File: src/design/wco_pkg.sv
// Shared types and constants of the wavetable crossfade oscillator.
package wco_pkg;

  localparam logic [1:0] KIND_LOAD = 2'd0;
  localparam logic [1:0] KIND_TICK = 2'd1;
  localparam logic [1:0] KIND_SET  = 2'd2;

  localparam logic [2:0] SET_PHASE = 3'd0;
  localparam logic [2:0] SET_STEP  = 3'd1;
  localparam logic [2:0] SET_FADE1 = 3'd2;
  localparam logic [2:0] SET_FADE2 = 3'd3;
  localparam logic [2:0] SET_FADE3 = 3'd4;

  localparam logic [2:0] CFG_MODE       = 3'd0;
  localparam logic [2:0] CFG_FREQ_STEP  = 3'd1;
  localparam logic [2:0] CFG_FADE1_STEP = 3'd2;
  localparam logic [2:0] CFG_FADE2_STEP = 3'd3;
  localparam logic [2:0] CFG_FADE3_STEP = 3'd4;

  localparam logic signed [31:0] FADE_UNITY = 32'sh1000_0000;
  localparam int unsigned FadeFracW = 28;

  typedef struct packed {
    logic       load_word;
    logic       set_value;
    logic       rd_en;
    logic       rd_next;
    logic [2:0] tbl;
    logic       latch_a;
    logic       mul_interp;
    logic       mul_fade;
    logic       push_interp;
    logic       push_fade;
    logic [1:0] dim;
    logic       update;
    logic       out_load;
  } cmd_t;

  typedef struct packed {
    logic [1:0] mode;
    logic       out_free;
  } status_t;

  function automatic logic signed [31:0] sat32(input logic signed [32:0] x);
    logic signed [31:0] r;
    if (x[32] != x[31]) begin
      r = x[32] ? 32'sh8000_0000 : 32'sh7fff_ffff;
    end else begin
      r = x[31:0];
    end
    return r;
  endfunction

  function automatic logic signed [15:0] sat16(input logic signed [31:0] x);
    logic signed [15:0] r;
    if (x > 32'sd32767) begin
      r = 16'sh7fff;
    end else if (x < -32'sd32768) begin
      r = 16'sh8000;
    end else begin
      r = x[15:0];
    end
    return r;
  endfunction

endpackage

File: src/design/wco_ctrl.sv
// Sequencer that steps the datapath through interpolation, crossfades and state update.
module wco_ctrl (
  input  logic               clk_i,
  input  logic               rst_ni,
  input  logic               in_valid_i,
  output logic               in_ready_o,
  input  logic [1:0]         in_kind_i,
  input  wco_pkg::status_t   status_i,
  output wco_pkg::cmd_t      cmd_o
);

  typedef enum logic [3:0] {
    S_IDLE, S_RD_A, S_RD_B, S_I_MUL, S_I_ACC, S_F_MUL, S_F_ACC, S_UPDATE, S_DONE
  } state_e;

  state_e     state_q;
  logic [2:0] t_q;
  logic [1:0] dim_q;
  logic [1:0] fcnt_q;
  logic       last_t;
  logic [1:0] last_f;
  logic       accept;

  assign in_ready_o = (state_q == S_IDLE);
  assign accept     = in_valid_i && in_ready_o;
  assign last_t     = (t_q == ((3'd1 << status_i.mode) - 3'd1));

  always_comb begin
    unique case (dim_q)
      2'd3:    last_f = 2'd3;
      2'd2:    last_f = 2'd1;
      default: last_f = 2'd0;
    endcase
  end

  always_ff @(posedge clk_i or negedge rst_ni) begin
    if (!rst_ni) begin
      state_q <= S_IDLE;
      t_q     <= '0;
      dim_q   <= '0;
      fcnt_q  <= '0;
    end else begin
      unique case (state_q)
        S_IDLE: begin
          if (accept && in_kind_i == wco_pkg::KIND_TICK) begin
            t_q     <= '0;
            state_q <= S_RD_A;
          end
        end
        S_RD_A:  state_q <= S_RD_B;
        S_RD_B:  state_q <= S_I_MUL;
        S_I_MUL: state_q <= S_I_ACC;
        S_I_ACC: begin
          if (!last_t) begin
            t_q     <= t_q + 3'd1;
            state_q <= S_RD_A;
          end else if (status_i.mode == 2'd0) begin
            state_q <= S_UPDATE;
          end else begin
            dim_q   <= status_i.mode;
            fcnt_q  <= '0;
            state_q <= S_F_MUL;
          end
        end
        S_F_MUL: state_q <= S_F_ACC;
        S_F_ACC: begin
          if (fcnt_q != last_f) begin
            fcnt_q  <= fcnt_q + 2'd1;
            state_q <= S_F_MUL;
          end else if (dim_q == 2'd1) begin
            state_q <= S_UPDATE;
          end else begin
            dim_q   <= dim_q - 2'd1;
            fcnt_q  <= '0;
            state_q <= S_F_MUL;
          end
        end
        S_UPDATE: state_q <= S_DONE;
        S_DONE: begin
          if (status_i.out_free) begin
            state_q <= S_IDLE;
          end
        end
        default: state_q <= S_IDLE;
      endcase
    end
  end

  always_comb begin
    cmd_o           = '0;
    cmd_o.tbl       = t_q;
    cmd_o.dim       = dim_q;
    cmd_o.load_word = accept && (in_kind_i == wco_pkg::KIND_LOAD);
    cmd_o.set_value = accept && (in_kind_i == wco_pkg::KIND_SET);
    cmd_o.rd_en     = (state_q == S_RD_A) || (state_q == S_RD_B);
    cmd_o.rd_next   = (state_q == S_RD_B);
    cmd_o.latch_a   = (state_q == S_RD_B);
    cmd_o.mul_interp  = (state_q == S_I_MUL);
    cmd_o.push_interp = (state_q == S_I_ACC);
    cmd_o.mul_fade    = (state_q == S_F_MUL);
    cmd_o.push_fade   = (state_q == S_F_ACC);
    cmd_o.update      = (state_q == S_UPDATE);
    cmd_o.out_load    = (state_q == S_DONE) && status_i.out_free;
  end

endmodule

File: config.mk
export PLATFORM = sky130hd
export DESIGN_NAME = wco_ctrl
export DESIGN_NICKNAME = d
export VERILOG_FILES = /design/src/design/wco_pkg.sv /design/src/design/wco_ctrl.sv
export SDC_FILE = /design/constraint.sdc
export NUM_CORES = 1
export LEC_CHECK = 0
export ABC_AREA = 1
export BUFFER_PORTS_ARGS = -buffer_cell sky130_fd_sc_hd__buf_4
export CAP_MARGIN = 20
export CORE_MARGIN = 5
export CORE_UTILIZATION = 40
export CTS_BUF_LIST = sky130_fd_sc_hd__clkbuf_4
export CTS_CLUSTER_DIAMETER = 80
export DETAILED_ROUTE_END_ITERATION = 10
export PLACE_DENSITY = 0.63
export SLEW_MARGIN = 20
export SYNTH_ARGS = -nofsm -noshare
export SYNTH_HDL_FRONTEND = slang
export SYNTH_SLANG_ARGS = --single-unit
export TNS_END_PERCENT = 50
File: constraint.sdc
create_clock -name clk_i -period 2.4 [get_ports clk_i]
set_input_delay 0.12 -clock clk_i [delete_from_list [all_inputs] [get_ports clk_i]]
set_output_delay 0.12 -clock clk_i [all_outputs]
set_load 0.005 [all_outputs]
Word-level counts from Yosys, hierarchy flattened
Index checks and enable logic that the tools add are counted.

Register bits after elaboration: 11. Input port bits: 8. Output and inout port bits: 17. Word-level logic and storage cells: 68.

$add $sub $neg: 4. Eq/ne operators: 23. Shift-type cells: 1. Multiplexer cells: 21. Reductions and logical operators: 15.

Operators by type and width (number): one-hot mux 4 bit (9 select lines) (1); two-way mux 2 bit (11); equality test 4 x 3 -> 1 bit (second input constant) (4); one-hot mux 2 bit (2 select lines) (3); != test 2 bit (second input constant) (5); two-way mux 3 bit (3); equality test 4 x 2 -> 1 bit (second input constant) (2); two-way mux 4 bit (2); equality test 2 bit (second input constant) (3); one-hot mux 3 bit (2 select lines) (1); logical AND 1 bit (5); AND reduction 5 bit (1); equality test 2 x 1 -> 1 bit (second input constant) (2); equality test 4 x 1 -> 1 bit (second input constant) (1); equality test 4 bit (second input constant) (1); zero test 2 bit (2); zero test 4 bit (1); != test 2 x 1 -> 1 bit (second input constant) (2); AND reduction 4 bit (1); nonzero test 2 bit (2); adder 3 x 1 -> 3 bit (second input constant) (1); equality test 3 bit (1); != test 3 bit (second input constant) (1); AND reduction 3 bit (1); other kinds (7) (7).

Depth between registers and ports, before layout
Gate-level depths: netlist of the first run.

Word-level depth: 5. Depth in mapped cells: 10. Depth with buffers taken out: 10.

Worst setup path before layout of the first run
OpenSTA, ideal clock, no wires.

Path kind: reg-to-reg. From: register dim_q[0]. To: register fcnt_q[0]. Setup time: 0.117 ns. Data arrival time: 1.176 ns. Required time: 2.283 ns. Path slack: 1.108 ns. Stages on the path, launching flop included: 11. Buffers on the path: 0. Clock period less this slack: 1.292 ns. Cell sequence: dfrtp_1 > inv_1 > ha_1 > inv_1 > nand2_1 > nand3_1 > nand2_1 > nand3_1 > nand4_1 > nand2_1 > nand2_1.

Cells in the longest elaborated chain, start to end: 5. Elaborated cells on any way between the ends: 9. Classes of those cells: eq/ne (5); mux (3); reduce/logical (1).

Ends and longest elaborated chain: start, declared (RTL line wco_ctrl.sv:18) `logic [1:0] dim_q;`; start signal, assigned (RTL line wco_ctrl.sv:60) `dim_q <= status_i.mode;`; start signal, assigned (RTL line wco_ctrl.sv:73) `dim_q <= dim_q - 2'd1;`; equality test 2 bit (RTL line wco_ctrl.sv:29) `unique case (dim_q)`; one-hot mux 2 bit (2 select lines) (RTL line wco_ctrl.sv:29); != test 2 bit (RTL line wco_ctrl.sv:67) `if (fcnt_q != last_f) begin`; != test 3 bit (no source line) / two-way mux 2 bit (equally long branches); AND reduction 4 bit (no source line) / one-hot mux 2 bit (2 select lines) (equally long branches); end signal, assigned (RTL line wco_ctrl.sv:68) `fcnt_q <= fcnt_q + 2'd1;`; end, declared (RTL line wco_ctrl.sv:19) `logic [1:0] fcnt_q;`.

Parallel ways exist; a longest one is shown, timed or not. A chain may end at the register's enable or synchronous reset.

==> results.yml, run 1 <==
timing:
  tightestPinTransition_ns: 0.245
  hold_viol_final: 0
  max_freq_mhz: 593
  rsz0062_at_grt: "false"
  tns_ns: 0
  setup_viol: 0
  period_needed_ns: 1.69
  drv_slew: 0
  finalCritPeriodShare_pct: 70.3
  fin_hold_ws_ns: 0.191
  fin_ws_ns: 0.713
  maxSlewHeadroom_pct: 83.5
  skew_ns: 0.00253
setup_path:
  cpMaxStageDelayCell: "dfrtp_1"
  critPathMaxFanout: 4
  path_class: "flop to output port"
  required_ns: 2.28
  arrival_ns: 1.57
  ff2ff_path_depth: 10
  crit_chain: "nor2_1 -> nand2_1 -> inv_1 -> nand2_1 -> nor3_1 -> buf_4"
  critPathCaptureType: "output port"
  startpoint_type: "flop"
  max_stage_delay_ns: 0.44
  crit_top_cell: "nand2_1"
routing:
  routedWlPerCell_um: 11.5
  num_vias: 868
  dr.first_iter.drc_count: 24
  firstDrtPassIters: 4
  via_per_inst: 4.90
  postRouteAntennaNets: 0
  drt_wl_total_mm: 2.03
  drc: 0
global_route:
  grt_start_max_net_pins: 12
  grt_usage_pct: 14.1
  grt-ovfl-total: 0
  grt_pass1_vias: 879
  grt_pass1_wl_mm: 3.59
  grt_antenna_before_repair: 0
clock_tree:
  cts_num_sinks: 11
  cts.clk_slew.worst_paths_ns: 0.08
  cts_root_buf: "clkbuf_4"
  clockBufferDepth: 2
  htreeDepth: 1
  cts-buffers-inserted: 3
  post_cts_resized: 0
  insertion_delay_ns: 0.27
  cts_tree: "yes"
synth:
  synth_compound_area_share_pct: 8.03
  synth_top_area_share_pct: 32.1
  synth-simple-area-share_pct: 41.9
  yosys.area_share.adder_pct: 5.84
  synthFlopType: "dfrtp_1"
  syn_inst: 122
  synth_top_family_by_area: "simple AND/OR/NAND/NOR gates"
  synth_area_leaders: "dfrtp_1 (32%), nand2_1 (13%), inv_1 (8.3%), nand3_1 (6.4%), ha_1 (5.8%)"
  netlist_area_um2: 857
  synth-edff-count: 0
  ys_ff_latch: 11
  async_flop_share_pct: 100
  syn_avg_cell_area_um2: 7.03
  muxShareOfSynthArea_pct: 0
  synth-xor-area-share_pct: 1.02
  syn_nets: 134
  synthDistinctLibCells: 26
  synth-warning-count: 0
  yosysSeqAreaShare_pct: 32.1
  yosysTopAreaCell: "dfrtp_1"
finish:
  final_common_cell: "nand2_1"
  nets: 163
  antenna_cells: 0
  layout_common_cells: "nand2_1 (30), buf_4 (24), inv_1 (19), nand3_1 (11), dfrtp_1 (11)"
  fillers: 211
  drive_above_1_share_pct: 29.3
  syn_to_final_growth_pct: 28.8
die:
  start_util_pct: 42.8
  ioPinCount: 25
  rows: 16
  die-area_mm2: 0.00317
  dieHeight_um: 56.3
  core_area_mm2: 0.00200
  die_w_um: 56.3
placed_design:
  placement.setup.worst_slack_ns: 0.939
  dp_hpwl_mm: 1.63
  io_buffers: 24
  gp_congestion: 0.793
job:
  maxCapViolCount: 0
power:
  irDropWorstVdd_uv: 493
  leakage_nw: 0.610
  powerDensity_mw_per_mm2: 1080
  power_mw: 1.19
outcome:
  outcome: "completed"
worst_hold_path:
  min_path_type: "input pin to flop"
  holdPathStages: 4
## cell families (layout without fill, tap and decap cells)
group                      Yosys count  after routing
xor gates and xnor gates             1              1
adders and majority gates            4              4
DFF                                 11             11
buffers and inverters               24             52
and+or+nand+nor                     71             71
AOI/OAI and AO/OA                   11             11
## worst max-delay path: cells and delay by family, from the launching register on
| kind | cells | cell delay, ns |
|---|---|---|
| buffers and inverters | 2 | 0.29 |
| flip-flops | 1 | 0.44 |
| AND/OR/NAND/NOR | 4 | 0.57 |
## stage by stage
stage               util (%)  cell area, um2  cells
detailed placement      53.1            1060    172
global route            55.1            1100    177
global placement        53.1            1060    172
CTS                     55.1            1100    177
finish                  55.1            1100    177
floorplan                  -             857    122
## metal layers
metal | wire (um) | up-vias | track usage, %
li1 | - | 450 | -
met1 | 910 | 399 | 16.8
met2 | 1040 | 19 | 24.4
met3 | 82 | 0 | 2.75
met4 | 0 | 0 | 6.44
met5 | 0 | - | 0
## cell type report
type | count | area (um2) | share of cell area (%)
clock buffer | 4 | 30.0 | 2.72
inverter | 23 | 87.6 | 7.94
multi-input combinational | 87 | 487 | 44.1
sequential | 11 | 275 | 24.9
tap | 27 | 33.8 | 3.06
timing repair buffer | 25 | 190 | 17.2
## timing repair
action,4_1_cts,5_1_grt
endpoints found under the hold margin,11,0
buffers inserted,0,0
hold buffers,1,0
## flip-flops by register name, indices dropped and copies added (netlist names)
register and count:
t_q 3, state_q 4, dim_q 2, fcnt_q 2
## cell usage after synthesis, types with 3 or more instances
cell type and n:
nand4_1 5, dfrtp_1 11, nand3_1 11, nor3_1 3, ha_1 4, nand2_1 30, nand2_2 6, nor2_1 9
inv_2 3, inv_1 19, o21ai_0 4
## power breakdown
group / internal, mW / total [mW] / switching, mW
registers: 0.255 / 0.355 / 0.100
logic: 0.297 / 0.686 / 0.388
clock network: 0.0757 / 0.147 / 0.0716
## final timing paths
check,start,end,slack [ns]
max in group asynchronous,rst_ni,state_q[2],2.03
hold / removal,status_i[0],state_q[3],0.19
setup / recovery,state_q[2],cmd_o[15],0.71
setup reg to reg,dim_q[0],fcnt_q[1],0.94
hold reg to reg,fcnt_q[1],fcnt_q[1],0.55
min in group asynchronous,rst_ni,dim_q[1],0.21
Note: power is estimated with default switching activity, not from simulation.
==> inputs of run 2 (changes only) <==
==> constraint.sdc (replaced) <==
create_clock -name clk_i -period 1.56 [get_ports clk_i]
set_input_delay 0.078 -clock clk_i [delete_from_list [all_inputs] [get_ports clk_i]]
set_output_delay 0.078 -clock clk_i [all_outputs]
set_load 0.005 [all_outputs]
==> results.yml, run 2 (synthesis results as in run 1) <==
outcome:
  outcome: "completed"
worst_hold_path:
  min_path_type: "input pin to flop"
finish:
  syn_to_final_growth_pct: 34.2
  area.sequential_um2: 279
  nets: 166
  antenna_cells: 0
  drive_above_1_share_pct: 35.9
  multi_input_area_um2: 507
  reg_top3: "state_q: 4 flops, t_q: 3 flops"
  layout_common_cells: "nand2_1 (29), buf_4 (27), inv_1 (18), nand3_1 (11)"
  regMostFlops: "state_q"
  fin_cells: 180
  fillers: 209
  final_common_cell: "nand2_1"
  largest_reg_flops: 4
setup_path:
  max_stage_delay_ns: 0.45
  crit_chain: "nor2_4 -> nand2_2 -> inv_2 -> nand2_1 -> nor3_2 -> buf_4"
  arrival_ns: 1.39
  required_ns: 1.48
  critPathCaptureType: "output port"
  cpMaxStageDelayCell: "dfrtp_2"
  critPathMaxFanout: 5
  path_class: "flop to output port"
  startpoint_type: "flop"
clock_tree:
  cts_tree: "yes"
  cts_root_buf: "clkbuf_4"
  cts-buffers-inserted: 3
  htreeDepth: 1
  clockBufferDepth: 2
  cts.clk_slew.worst_paths_ns: 0.07
  cts_num_sinks: 11
  insertion_delay_ns: 0.27
timing:
  tns_ns: 0
  hold_viol_final: 0
  max_freq_mhz: 679
  period_needed_ns: 1.47
  finalCritPeriodShare_pct: 94.4
  drv_slew: 0
  skew_ns: 0.00236
  tightestPinTransition_ns: 0.243
  rsz0062_at_grt: "true"
  maxSlewHeadroom_pct: 83.6
  setup_viol: 0
routing:
  num_vias: 874
  routedWlPerCell_um: 11.4
  dr.first_iter.drc_count: 10
  firstDrtPassIters: 4
  drt_wl_total_mm: 2.05
  drc: 0
  via_per_inst: 4.86
  postRouteAntennaNets: 0
global_route:
  grt_usage_pct: 12.9
  grt-ovfl-total: 0
  grt_pass1_vias: 772
  grt_pass1_wl_mm: 3.31
  grt_start_max_net_pins: 12
  grt_antenna_before_repair: 0
die:
  rows: 16
  ioPinCount: 25
  start_util_pct: 42.8
  core_area_mm2: 0.00200
  dieHeight_um: 56.3
  die_w_um: 56.3
  die-area_mm2: 0.00317
power:
  powerDensity_mw_per_mm2: 1660
  leakage_nw: 0.624
  irDropWorstVdd_uv: 889
  power_mw: 1.91
placed_design:
  io_buffers: 24
  dp_hpwl_mm: 1.61
  place_inst: 172
  gp_congestion: 0.748
job:
  maxCapViolCount: 0
[run 2: cell count changes in the layout (fill, tap and decap cells not counted), sizes merged]
cell,previous run,this run
buf,24,27
[run 2: final timing paths]
check	from	end	slack [ns]	depth (start not counted)
min	status_i[0]	state_q[3]	0.16	4
min reg2reg	state_q[0]	state_q[0]	0.51	1
max	state_q[0]	cmd_o[15]	0.09	6
max reg2reg	state_q[2]	dim_q[1]	0.12	9
max in group asynchronous	rst_ni	state_q[0]	1.22	2
min in group asynchronous	rst_ni	dim_q[1]	0.18	2
[run 2: per-layer routing]
layer / vias up / track usage (%) / part of all wire, %
met3: 2 / 2.75 / 5.0
met4: 0 / 5.08 / 0.49
met2: 15 / 21.7 / 49
met5: - / 0 / 0
met1: 394 / 16.0 / 45
li1: 463 / - / -
[run 2: cell type report]
| cell class | count | share of cell area (%) |
|---|---|---|
| multi-input combinational | 87 | 44.1 |
| sequential | 11 | 24.3 |
| tap | 27 | 2.94 |
| clock buffer | 4 | 2.61 |
| timing repair buffer | 28 | 18.5 |
| inverter | 23 | 7.62 |
[run 2: where the power goes]
part / total, mW / internal, mW / switching (mW)
Clock: 0.219 / 0.116 / 0.103
Sequential: 0.541 / 0.400 / 0.141
Combinational: 1.15 / 0.515 / 0.638
Total: 1.91 / 1.03 / 0.882
[run 2: per-stage QoR]
stage               hold WS, ns  setup WS (ns)  cell area, um2  utilization, %
floorplan                -0.218          0.268             857               -
finish                    0.161         0.0870            1150            57.4
global route              0.168       -0.00751            1150            57.4
CTS                       0.151        0.00860            1130            56.4
global placement        -0.0755          0.204            1060            53.1
detailed placement      -0.0753          0.166            1060            53.1
[run 2: repair_timing]
action / in CTS / in global routing
pin swaps: 0 / 1
gates resized for setup: 5 / 4
endpoints found under the hold margin: 11 / 0
setup buffers: 2 / 1
endpoints found under the setup margin: 2 / 3
hold buffers: 1 / 0
[run 2: worst max-delay path: cells and delay by family, from the launching register on]
kind                   cells  cell delay (ns)
flip-flops                 1             0.45
buffers and inverters      2             0.22
AND/OR/NAND/NOR            4             0.45
